==> src/sv/xrs_pkg.sv <==
// ============================================================================
// xrs_pkg
// Shared types and constants of the xoroshiro128+ random source
// ============================================================================
`default_nettype none

package xrs_pkg;

    localparam int unsigned DATA_W      = 64;
    localparam int unsigned HALF_W      = DATA_W / 2;
    localparam int unsigned IN_TDATA_W  = 136;
    localparam int unsigned OUT_TDATA_W = 64;

    // splitmix64 constants
    localparam logic [DATA_W-1:0] GOLDEN_GAMMA = 64'h9E37_79B9_7F4A_7C15;
    localparam logic [DATA_W-1:0] MIX_MUL_A    = 64'hBF58_476D_1CE4_E5B9;
    localparam logic [DATA_W-1:0] MIX_MUL_B    = 64'h94D0_49BB_1331_11EB;
    localparam int unsigned MIX_SH1 = 30;
    localparam int unsigned MIX_SH2 = 27;
    localparam int unsigned MIX_SH3 = 31;

    // xoroshiro128+ step
    localparam int unsigned ROT_A   = 55;
    localparam int unsigned SHIFT_B = 14;
    localparam int unsigned ROT_C   = 36;

    // divider and multiplier sequencing
    localparam int unsigned DIV_STEPS = DATA_W;
    localparam int unsigned CNT_W     = $clog2(DIV_STEPS);
    localparam int unsigned MUL_PH_W  = 2;

    localparam logic [MUL_PH_W-1:0] MUL_PH_LL  = 2'd0;
    localparam logic [MUL_PH_W-1:0] MUL_PH_LH  = 2'd1;
    localparam logic [MUL_PH_W-1:0] MUL_PH_HL  = 2'd2;
    localparam logic [MUL_PH_W-1:0] MUL_PH_ACC = 2'd3;

    localparam logic MODE_RAW     = 1'b0;
    localparam logic MODE_BOUNDED = 1'b1;

    localparam logic [1:0] WSEL_8  = 2'd0;
    localparam logic [1:0] WSEL_16 = 2'd1;
    localparam logic [1:0] WSEL_32 = 2'd2;
    localparam logic [1:0] WSEL_64 = 2'd3;

    typedef struct packed {
        logic                z_load;
        logic                word;
        logic                mul_en;
        logic [MUL_PH_W-1:0] mul_phase;
        logic                mul_b;
        logic                z_mix;
        logic                store_en;
        logic                latch;
        logic                draw;
        logic                div_step;
        logic                out_load;
    } t_dp_cmd;

    typedef struct packed {
        logic mode;
        logic empty;
    } t_dp_status;

    typedef enum logic [7:0] {
        S_SEED_LOAD  = 8'b0000_0001,
        S_SEED_MUL   = 8'b0000_0010,
        S_SEED_MIX   = 8'b0000_0100,
        S_SEED_STORE = 8'b0000_1000,
        S_IDLE       = 8'b0001_0000,
        S_DRAW       = 8'b0010_0000,
        S_DIV        = 8'b0100_0000,
        S_OUT        = 8'b1000_0000
    } t_state;

endpackage

`default_nettype wire

==> src/sv/xrs_datapath.sv <==
// ============================================================================
// xrs_datapath
// State words, splitmix64 seeding unit, xoroshiro step, bit-serial divider
// ============================================================================
`default_nettype none

module xrs_datapath (
    input  wire logic                               i_clk,
    input  wire logic                               i_rst_n,
    input  wire logic                               i_seed_we,
    input  wire logic [xrs_pkg::DATA_W-1:0]         i_seed_wdata,
    input  wire logic [xrs_pkg::IN_TDATA_W-1:0]     i_in_tdata,
    input  wire xrs_pkg::t_dp_cmd                   i_cmd,
    output xrs_pkg::t_dp_status                     o_status,
    output logic [xrs_pkg::OUT_TDATA_W-1:0]         o_out_tdata
);

    localparam int unsigned W = xrs_pkg::DATA_W;
    localparam int unsigned H = xrs_pkg::HALF_W;

    logic [W-1:0] r_seed;
    logic [W-1:0] r_state_lo, r_state_hi;
    logic [W-1:0] r_z, r_prod, r_acc;
    logic         r_mode;
    logic [1:0]   r_sel;
    logic [W-1:0] r_lo, r_hi;
    logic [W-1:0] r_draw;
    logic [W-1:0] r_rem, r_dvd, r_dvs;
    logic [W-1:0] r_out;

    logic [W-1:0] in_mask;
    logic [W-1:0] seed_sum;
    logic [W-1:0] mul_c;
    logic [H-1:0] mul_x, mul_k;
    logic [W-1:0] store_val;
    logic [W-1:0] draw_sum, draw_b, next_lo, next_hi;
    logic         empty;
    logic [W:0]   div_trial;
    logic         div_ge;
    logic [W-1:0] res;

    always_comb begin
        case (i_in_tdata[2:1])
            xrs_pkg::WSEL_8:  in_mask = {{(W-8){1'b0}}, {8{1'b1}}};
            xrs_pkg::WSEL_16: in_mask = {{(W-16){1'b0}}, {16{1'b1}}};
            xrs_pkg::WSEL_32: in_mask = {{(W-32){1'b0}}, {32{1'b1}}};
            default:          in_mask = {W{1'b1}};
        endcase
    end

    // splitmix64 pieces
    assign seed_sum  = r_seed + xrs_pkg::GOLDEN_GAMMA + {{(W-1){1'b0}}, i_cmd.word};
    assign mul_c     = i_cmd.mul_b ? xrs_pkg::MIX_MUL_B : xrs_pkg::MIX_MUL_A;
    assign mul_x     = (i_cmd.mul_phase == xrs_pkg::MUL_PH_HL) ? r_z[W-1:H] : r_z[H-1:0];
    assign mul_k     = (i_cmd.mul_phase == xrs_pkg::MUL_PH_LH) ? mul_c[W-1:H] : mul_c[H-1:0];
    assign store_val = r_acc ^ (r_acc >> xrs_pkg::MIX_SH3);

    // xoroshiro128+ step
    assign draw_sum = r_state_lo + r_state_hi;
    assign draw_b   = r_state_lo ^ r_state_hi;
    assign next_lo  = ((r_state_lo << xrs_pkg::ROT_A) | (r_state_lo >> (W - xrs_pkg::ROT_A)))
                      ^ draw_b ^ (draw_b << xrs_pkg::SHIFT_B);
    assign next_hi  = (draw_b << xrs_pkg::ROT_C) | (draw_b >> (W - xrs_pkg::ROT_C));

    assign empty = (r_hi <= r_lo);

    // restoring divider, one quotient bit per step
    assign div_trial = {r_rem, r_dvd[W-1]};
    assign div_ge    = (div_trial >= {1'b0, r_dvs});

    always_comb begin
        if (r_mode == xrs_pkg::MODE_RAW) begin
            case (r_sel)
                xrs_pkg::WSEL_8:  res = {{(W-8){1'b0}}, r_draw[W-1:W-8]};
                xrs_pkg::WSEL_16: res = {{(W-16){1'b0}}, r_draw[W-1:W-16]};
                xrs_pkg::WSEL_32: res = {{(W-32){1'b0}}, r_draw[W-1:W-32]};
                default:          res = r_draw;
            endcase
        end else if (empty) begin
            res = r_lo;
        end else begin
            res = r_rem + r_lo;
        end
    end

    always_ff @(posedge i_clk) begin
        if (!i_rst_n) begin
            r_seed <= '0;
        end else if (i_seed_we) begin
            r_seed <= i_seed_wdata;
        end
    end

    always_ff @(posedge i_clk) begin
        if (i_cmd.z_load) begin
            r_z <= seed_sum ^ (seed_sum >> xrs_pkg::MIX_SH1);
        end else if (i_cmd.z_mix) begin
            r_z <= r_acc ^ (r_acc >> xrs_pkg::MIX_SH2);
        end

        if (i_cmd.mul_en) begin
            r_prod <= mul_x * mul_k;
            case (i_cmd.mul_phase)
                xrs_pkg::MUL_PH_LH:  r_acc <= r_prod;
                xrs_pkg::MUL_PH_HL,
                xrs_pkg::MUL_PH_ACC: r_acc <= r_acc + {r_prod[H-1:0], {H{1'b0}}};
                default:             r_acc <= r_acc;
            endcase
        end

        if (i_cmd.store_en) begin
            if (i_cmd.word) begin
                r_state_hi <= store_val;
            end else begin
                r_state_lo <= store_val;
            end
        end else if (i_cmd.draw && (r_mode == xrs_pkg::MODE_RAW || !empty)) begin
            r_state_lo <= next_lo;
            r_state_hi <= next_hi;
        end

        if (i_cmd.latch) begin
            r_mode <= i_in_tdata[0];
            r_sel  <= i_in_tdata[2:1];
            r_lo   <= i_in_tdata[66:3] & in_mask;
            r_hi   <= i_in_tdata[130:67] & in_mask;
        end

        if (i_cmd.draw) begin
            r_draw <= draw_sum;
            r_dvd  <= draw_sum;
            r_dvs  <= r_hi - r_lo;
            r_rem  <= '0;
        end else if (i_cmd.div_step) begin
            r_dvd <= r_dvd << 1;
            r_rem <= div_ge ? W'(div_trial - {1'b0, r_dvs}) : div_trial[W-1:0];
        end

        if (i_cmd.out_load) begin
            r_out <= res;
        end
    end

    assign o_status.mode  = r_mode;
    assign o_status.empty = empty;
    assign o_out_tdata    = r_out;

endmodule

`default_nettype wire

==> src/sv/xrs_ctrl.sv <==
// ============================================================================
// xrs_ctrl
// Sequencer for seeding, draw, division and result hand-off
// ============================================================================
`default_nettype none

module xrs_ctrl (
    input  wire logic                 i_clk,
    input  wire logic                 i_rst_n,
    input  wire logic                 i_seed_we,
    input  wire logic                 i_in_valid,
    output logic                      o_in_ready,
    input  wire logic                 i_out_ready,
    output logic                      o_out_valid,
    input  wire xrs_pkg::t_dp_status  i_status,
    output xrs_pkg::t_dp_cmd          o_cmd
);

    xrs_pkg::t_state r_state, n_state;
    logic [xrs_pkg::CNT_W-1:0] r_cnt, n_cnt;
    logic r_word, n_word;
    logic r_pass, n_pass;
    logic r_out_valid, n_out_valid;
    logic out_free;
    logic bounded;

    assign out_free = !r_out_valid || i_out_ready;
    assign bounded  = (i_status.mode == xrs_pkg::MODE_BOUNDED) && !i_status.empty;

    always_comb begin
        n_state     = r_state;
        n_cnt       = r_cnt;
        n_word      = r_word;
        n_pass      = r_pass;
        n_out_valid = r_out_valid && !i_out_ready;
        o_in_ready  = 1'b0;
        o_cmd       = '0;
        o_cmd.word      = r_word;
        o_cmd.mul_phase = r_cnt[xrs_pkg::MUL_PH_W-1:0];
        o_cmd.mul_b     = r_pass;

        case (r_state)
            xrs_pkg::S_SEED_LOAD: begin
                o_cmd.z_load = 1'b1;
                n_pass  = 1'b0;
                n_cnt   = '0;
                n_state = xrs_pkg::S_SEED_MUL;
            end
            xrs_pkg::S_SEED_MUL: begin
                o_cmd.mul_en = 1'b1;
                n_cnt = r_cnt + 1'b1;
                if (r_cnt[xrs_pkg::MUL_PH_W-1:0] == xrs_pkg::MUL_PH_ACC) begin
                    n_state = r_pass ? xrs_pkg::S_SEED_STORE : xrs_pkg::S_SEED_MIX;
                end
            end
            xrs_pkg::S_SEED_MIX: begin
                o_cmd.z_mix = 1'b1;
                n_pass  = 1'b1;
                n_cnt   = '0;
                n_state = xrs_pkg::S_SEED_MUL;
            end
            xrs_pkg::S_SEED_STORE: begin
                o_cmd.store_en = 1'b1;
                n_word  = 1'b1;
                n_state = r_word ? xrs_pkg::S_IDLE : xrs_pkg::S_SEED_LOAD;
            end
            xrs_pkg::S_IDLE: begin
                o_in_ready = !i_seed_we;
                if (i_in_valid && !i_seed_we) begin
                    o_cmd.latch = 1'b1;
                    n_state = xrs_pkg::S_DRAW;
                end
            end
            xrs_pkg::S_DRAW: begin
                o_cmd.draw = 1'b1;
                n_cnt   = '0;
                n_state = bounded ? xrs_pkg::S_DIV : xrs_pkg::S_OUT;
            end
            xrs_pkg::S_DIV: begin
                o_cmd.div_step = 1'b1;
                n_cnt = r_cnt + 1'b1;
                if (r_cnt == xrs_pkg::CNT_W'(xrs_pkg::DIV_STEPS - 1)) begin
                    n_state = xrs_pkg::S_OUT;
                end
            end
            xrs_pkg::S_OUT: begin
                if (out_free) begin
                    o_cmd.out_load = 1'b1;
                    n_out_valid = 1'b1;
                    n_state = xrs_pkg::S_IDLE;
                end
            end
            default: begin
                n_state = xrs_pkg::S_SEED_LOAD;
            end
        endcase

        // a seed write restarts the seeding sequence
        if (i_seed_we) begin
            n_word  = 1'b0;
            n_state = xrs_pkg::S_SEED_LOAD;
        end
    end

    always_ff @(posedge i_clk) begin
        if (!i_rst_n) begin
            r_state     <= xrs_pkg::S_SEED_LOAD;
            r_cnt       <= '0;
            r_word      <= 1'b0;
            r_pass      <= 1'b0;
            r_out_valid <= 1'b0;
        end else begin
            r_state     <= n_state;
            r_cnt       <= n_cnt;
            r_word      <= n_word;
            r_pass      <= n_pass;
            r_out_valid <= n_out_valid;
        end
    end

    assign o_out_valid = r_out_valid;

endmodule

`default_nettype wire

==> src/sv/xoroshiro_random_source_unit.sv <==
// ============================================================================
// xoroshiro_random_source_unit
// xoroshiro128+ random source with splitmix64 seeding and bounded draws
// ============================================================================
// usage
//   s_axis carries one request item, m_axis returns one 64-bit value per item.
//   i_seed_we / i_seed_wdata load a new seed; both state words are rebuilt
//   through two splitmix64 rounds (seed and seed+1), during which
//   s_axis_tready is low. the same seeding with seed 0 runs after reset.
//   an accepted item is latched and drawn; a raw draw or an empty range
//   then goes straight to the output register, while a bounded draw
//   first runs the restoring divider, which retires one remainder bit per
//   cycle.
//   one item is in work at a time; a new item is taken once the previous
//   result has moved into the output register.
//   when m_axis_tready is low the result waits in the output register and a
//   following item still runs; it then holds until that register frees up.
// ============================================================================
`default_nettype none

module xoroshiro_random_source_unit (
    input  wire logic                                i_clk,
    input  wire logic                                i_rst_n,
    input  wire logic                                i_seed_we,
    input  wire logic [xrs_pkg::DATA_W-1:0]          i_seed_wdata,
    input  wire logic                                s_axis_tvalid,
    output logic                                     s_axis_tready,
    // mode, width_select[1:0], range_min[63:0], range_max[63:0], zero pad
    input  wire logic [xrs_pkg::IN_TDATA_W-1:0]      s_axis_tdata,
    output logic                                     m_axis_tvalid,
    input  wire logic                                m_axis_tready,
    // value[63:0]
    output logic [xrs_pkg::OUT_TDATA_W-1:0]          m_axis_tdata
);

    xrs_pkg::t_dp_cmd    cmd;
    xrs_pkg::t_dp_status status;

    xrs_ctrl u_ctrl (
        .i_clk       (i_clk),
        .i_rst_n     (i_rst_n),
        .i_seed_we   (i_seed_we),
        .i_in_valid  (s_axis_tvalid),
        .o_in_ready  (s_axis_tready),
        .i_out_ready (m_axis_tready),
        .o_out_valid (m_axis_tvalid),
        .i_status    (status),
        .o_cmd       (cmd)
    );

    xrs_datapath u_datapath (
        .i_clk        (i_clk),
        .i_rst_n      (i_rst_n),
        .i_seed_we    (i_seed_we),
        .i_seed_wdata (i_seed_wdata),
        .i_in_tdata   (s_axis_tdata),
        .i_cmd        (cmd),
        .o_status     (status),
        .o_out_tdata  (m_axis_tdata)
    );

    a_cmd_exclusive : assert property (@(posedge i_clk) disable iff (!i_rst_n)
        $onehot0({cmd.z_load, cmd.mul_en, cmd.z_mix, cmd.store_en, cmd.latch,
                  cmd.draw, cmd.div_step, cmd.out_load}))
        else $error("datapath commands overlap");

    a_accept_draws : assert property (@(posedge i_clk) disable iff (!i_rst_n)
        (s_axis_tvalid && s_axis_tready) |=> cmd.draw)
        else $error("accepted item not drawn in the next cycle");

    a_no_overwrite : assert property (@(posedge i_clk) disable iff (!i_rst_n)
        cmd.out_load |-> (!m_axis_tvalid || m_axis_tready))
        else $error("pending result overwritten");

    a_load_shows : assert property (@(posedge i_clk) disable iff (!i_rst_n)
        cmd.out_load |=> m_axis_tvalid)
        else $error("loaded result not presented");

endmodule

`default_nettype wire

==> config.mk <==
export PLATFORM = sky130hd
export DESIGN_NAME = xoroshiro_random_source_unit
export DESIGN_NICKNAME = d
export VERILOG_FILES = /design/src/sv/xrs_pkg.sv /design/src/sv/xrs_datapath.sv /design/src/sv/xrs_ctrl.sv /design/src/sv/xoroshiro_random_source_unit.sv
export SDC_FILE = /design/constraint.sdc
export NUM_CORES = 2
export LEC_CHECK = 0
export ABC_AREA = 0
export BUFFER_PORTS_ARGS = -buffer_cell sky130_fd_sc_hd__buf_2
export CAP_MARGIN = 0
export CORE_MARGIN = 8
export CORE_UTILIZATION = 50
export DETAILED_ROUTE_END_ITERATION = 7
export PLACE_DENSITY = 0.64
export REMOVE_ABC_BUFFERS = 1
export SYNTH_ARGS = -nofsm -noshare
export SYNTH_HDL_FRONTEND = slang
export SYNTH_SLANG_ARGS = --single-unit
==> constraint.sdc <==
create_clock -name i_clk -period 29 [get_ports i_clk]
set_clock_uncertainty 0.05 [all_clocks]
set_input_delay 5.8 -clock i_clk [delete_from_list [all_inputs] [get_ports i_clk]]
set_output_delay 5.8 -clock i_clk [all_outputs]
set_load 0.02 [all_outputs]
# Yosys cells after proc, flatten, opt, wreduce, memory -nomap -nowiden
# Index checks and enable logic that the tools add are counted.
[totals]
regBits = 852
input_bits = 205
out_inout_bits = 66
word_cells = 134
[op_classes]
n_addsub = 8
n_mul = 1
order_cmp = 2
eq_ne = 22
n_mux = 42
n_bitwise = 12
reduce_logical = 27
[op_table]
columns = ["cell", "n"]
rows = [
  ["64-bit 2-to-1 mux", 13],
  ["64-bit case mux with 3 select lines", 2],
  ["64-bit adder", 3],
  ["64-bit XOR", 3],
  ["64-bit AND", 2],
  ["64-bit case mux with 2 select lines", 1],
  ["64-bit subtractor", 2],
  ["65-bit by 64-bit >= comparator with 1-bit output", 1],
  ["64-bit by 1-bit adder with 64-bit output", 1],
  ["64-bit adder, second input constant", 1],
  ["64-bit <= comparator", 1],
  ["32-bit by 32-bit multiplier with 64-bit output", 1],
  ["32-bit 2-to-1 mux", 2],
  ["64-bit by 36-bit bitwise OR with 64-bit output", 1],
  ["64-bit by 55-bit bitwise OR with 64-bit output", 1],
  ["64-bit by 33-bit XOR with 64-bit output", 1],
  ["64-bit by 34-bit XOR with 64-bit output", 1],
  ["64-bit by 37-bit XOR with 64-bit output", 1],
  ["62-bit 2-to-1 mux", 1],
  ["8-bit case mux with 7 select lines", 1],
  ["8-bit 2-to-1 mux", 5],
  ["1-bit 2-to-1 mux", 13],
  ["6-bit case mux with 2 select lines", 1],
  ["2-bit nonzero test", 6],
  ["26 further kinds", 49],
]

# Longest topological paths before layout
[logic_depth]
ltp_word = 6
ltp_mapped = 37
mapped_depth_nobuf = 34

# By module
# From an unflattened synthesis, not the netlist that was laid out.
[unflattened]
cells_unflattened = 8323
hier_area_um2 = 81988.6
[modules_own_cells]
columns = ["mod", "instances", "cells_per_inst", "area_each_um2", "seq_area_each_um2"]
rows = [
  ["xrs_datapath", 1, 8198, 80982.7, 23792.8],
  ["xrs_ctrl", 1, 125, 1006.0, 340.3],
]

# Least setup slack after synthesis
# Ideal clock, no wire load.
[synth_path]
kind = "in2out"
from = "in i_seed_we"
to = "out s_axis_tready"
arrival_ps = 6988
required_time_ps = 23150
path_slack_ps = 16162
path_stages = 4
path_buffers = 3
cell_sequence = "clkbuf_1 clkbuf_1 buf_1 nor2_1"
[synth_via]
elab_chain_cells = 2
[synth_lines]
columns = ["element", "line_no", "source"]
rows = [
  ["start, declared", "xoroshiro_random_source_unit.sv:24", "input wire logic i_seed_we,"],
  ["1-bit zero test", "xrs_ctrl.sv:68", "o_in_ready = !i_seed_we;"],
  ["1-bit 2-to-1 mux", "xrs_ctrl.sv:42", "case (r_state)"],
  ["end, declared", "xoroshiro_random_source_unit.sv:27", "output logic s_axis_tready,"],
]
# No other way between the ends.

# Worst setup path after layout
# Ends and elaborated chain as after synthesis.

==> metrics.md <==
| Metric | Value |
|---|---|
| Via count of the first global-routing pass | ~65000 |
| Cell variety after synth | 95 |
| RSZ-0062 raised after global routing | no |
| Util after Layout | between 50 and 60% |
| Worst Path Arrival | between 6 and 7 ns |
| Hold_sp | u_ctrl.r_cnt[5]$_SDFFE_PN0P_ |
| Area growth syn-to-layout | 7.953% |
| Fin. Hold Viols | 0 |
| Setup Crit Path Kind | in -> out |
| Fin nets | 10300 |
| Ys flop type | edfxtp_1 |
| DR vias | 63780 |
| Period utilisation layout | a little over two fifths |
| IO Pins | approximately 270 |
| Ys Warns | 0 |
| GPL Wtd Cong | about 1 |
| Post-DR wirelength/cell | roughly 27 µm |
| Total Wirelength | between 200000 and 300000 µm |
| Initial Util | 50.37% |
| Worst min path class | reg -> reg |
| Slowest stage cell, crit path | buf_4 |
| Initial antenna violation count | 2 |
| Detailed Route Iter0 Violations | approximately 6300 |
| WHS | around 0.43 ns |
| Flops & latches, synth | roughly 850 |
| Crit-path cells | buf_4, nor2_1, buf_2 |
| Gate count of the mapped netlist | 8563 |
| Pin count of the biggest net entering global routing | 109 |
| CTS tree | done |
| Total GRT Usage | a little under a third |
| Most common cell after layout, fill and taps aside | inv_1 |
| Vias per inst | ~6 |
| Remaining global-route overflow | 0 |
| Largest stage delay on the critical path | ~0.35 ns |
| Max transition margin | 21.40% |
| # fillers | between 10000 and 15000 |
| Critical Path Source Type | input port |
| H-tree lvl count | 3 |
| Post-synth EDFFs | a little over 700 |
| Core Box Area | roughly 0.16 mm² |
| Die Y | around 420 µm |
| Worst-path clk slew | 0.06 ns |
| Critical path capture point type | primary output |
| CP required | roughly 23 ns |
| Clock buffer count from CTS | between 90 and 100 |
| HPWL after detailed placement | approximately 240000 µm |
| Critical path origin | i_seed_we |
| # DRC | 0 |
| # rows | roughly 150 |
| Clk_lat worst skew | 0.75 ns |
| Worst slew pin tran | ~1.2 ns |
| Clk root buf | clkbuf_16 |
| Share of layout cells above drive strength 1 | around 7% |
| Setup bufs post-CTS | 0 |
| Final setup violation count | 0 |
| Min Tclk post-route | around 12 ns |
| Most frequent cells in the layout | inv_1 (1277), nand2_1 (871), fa_1 (806) |
| DIE WIDTH | ~420 µm |
| Post-CTS Resized | 0 |
| Async SR Flop Fraction | 0% |
| Crit path max fanout | 27 |
| Sequential cell area | between 0.02 and 0.025 mm² |
| Highest Clock Rate | slightly above 80 MHz |
| Post-Syn Area | 0.08208 mm² |
| Clk sinks | ~850 |
| Hold-fix buffers, CTS | 0 |
| Max Cap Viol | 0 |
| Setup TNS | 0 ns |
| Status | finished clean |
| Avg Inst Size Synth | approximately 9.6 µm² |
| Seq/Total Area, Yosys | between 20% and 30% |
| First-pass GRT wire length | around 420000 µm |
| I/O Buffers | around 270 |
| DR pass1 iterations | 8 |
| Final ANT Viol Nets | 0 |
| Die footprint | 0.1774 mm² |
| CTS max path bufs | 3 |
| Slew Viols, Final | 0 |
| Multi-input combinational cell area | around 0.052 mm² |
| R2r startpoint | u_ctrl.r_cnt[1]$_SDFFE_PN0P_ |
## cell usage after synthesis (all sizes together) (10+ instances only)
library cell | number | area share, %
o211ai | 26 | 0.24
mux2i | 155 | 1.9
o22ai | 25 | 0.19
nand4 | 77 | 0.59
nor2b | 154 | 1.2
buf | 49 | 0.28
fa | 806 | 20
nor3 | 78 | 0.48
a31oi | 47 | 0.37
a211o | 10 | 0.11
or4 | 11 | 0.10
a311oi | 10 | 0.11
xnor2 | 381 | 4.1
or3 | 24 | 0.18
inv | 1283 | 5.9
o21a | 42 | 0.38
nor3b | 12 | 0.11
edfxtp | 707 | 26
xor2 | 210 | 2.2
o21bai | 66 | 0.62
a211oi | 32 | 0.30
and3 | 93 | 0.71
nand2b | 38 | 0.29
a221oi | 16 | 0.17
and2 | 69 | 0.53
or2 | 20 | 0.15
nand3 | 93 | 0.58
and4 | 15 | 0.16
a21boi | 13 | 0.12
nand2 | 874 | 4.0
nand3b | 13 | 0.12
nor2 | 513 | 2.3
a2111oi | 10 | 0.11
nor4 | 18 | 0.14
mux2 | 50 | 0.69
dfxtp | 145 | 3.5
ha | 643 | 9.8
o21ai | 500 | 3.1
a21oi | 540 | 3.3
a21o | 225 | 2.1
clkbuf | 307 | 1.4
o31ai | 28 | 0.27
a32oi | 16 | 0.17
## registers in the layout (all words and copies together), names as in the netlist, 64 cells and up
name / count
u_datapath.r_draw: 64
u_datapath.o_out_tdata: 64
u_datapath.r_state_lo: 64
u_datapath.r_seed: 64
u_datapath.r_rem: 64
u_datapath.r_lo: 64
u_datapath.r_dvd: 64
u_datapath.r_acc: 64
u_datapath.r_hi: 64
u_datapath.r_z: 64
u_datapath.r_state_hi: 64
u_datapath.r_dvs: 64
u_datapath.r_prod: 64
## layer usage
layer  part of all wire, %  GRT usage, %  up-vias  wire [µm]
li1                      -             -    28870          -
met1                    40         40.99    31550     116400
met2                    46         51.51     2731     133500
met3                   7.0         4.829      637      20150
met4                   6.5         16.53        0      18930
met5                     0             0        -          0
## worst max-delay path: cells and delay by family
kind | cells | cell delay, ns
buf+inv | 2 | 0.53
simple gates | 1 | 0.11
## cell families (layout without fill, tap and decap cells)
logic type,Yosys count,after routing,synth area share [%]
AO/OA/AOI/OAI,1705,1705,12.69
XOR/XNOR,592,592,6.335
adder cells (fa/ha/maj),1449,1449,29.46
buffers and inverters,1640,1799,7.553
flip-flops,852,852,29.40
multiplexers,213,213,2.796
other,0,1,0
AND/OR/NAND/NOR,2112,2112,11.76
## stage by stage
stage | instance area [µm²] | instances | setup slack (ns)
floorplan | 80700 | 8207 | 17.04
global placement | 85400 | 10720 | 16.68
detailed placement | 85400 | 10720 | 16.66
CTS | 88600 | 10900 | 16.67
global route | 88600 | 10900 | 16.59
finish | 88610 | 10900 | 16.68
## cell type report
type / instances / share of cell area [%]
diodes: 1 / 0.002824
clock buffers: 116 / 2.892
well taps: 2175 / 3.071
inverters: 1284 / 5.448
multi-input cells: 6071 / 58.54
flip-flops and latches: 852 / 27.24
repair buffers: 334 / 2.084
clock inverters: 65 / 0.7272
## final timing paths
path | slack [ns] | depth (start not counted) | endpoint
max | 16.68 | 3 | s_axis_tready
min | 0.43 | 1 | u_ctrl.r_cnt[5]$_SDFFE_PN0P_
max reg2reg | 17.59 | 30 | u_datapath.r_prod[63]$_DFFE_PP_
min reg2reg | 0.43 | 1 | u_ctrl.r_cnt[5]$_SDFFE_PN0P_
Power is left out: the tool's default activity adds up to more than one toggle a clock period on the data nets, which glitch-free logic cannot reach.
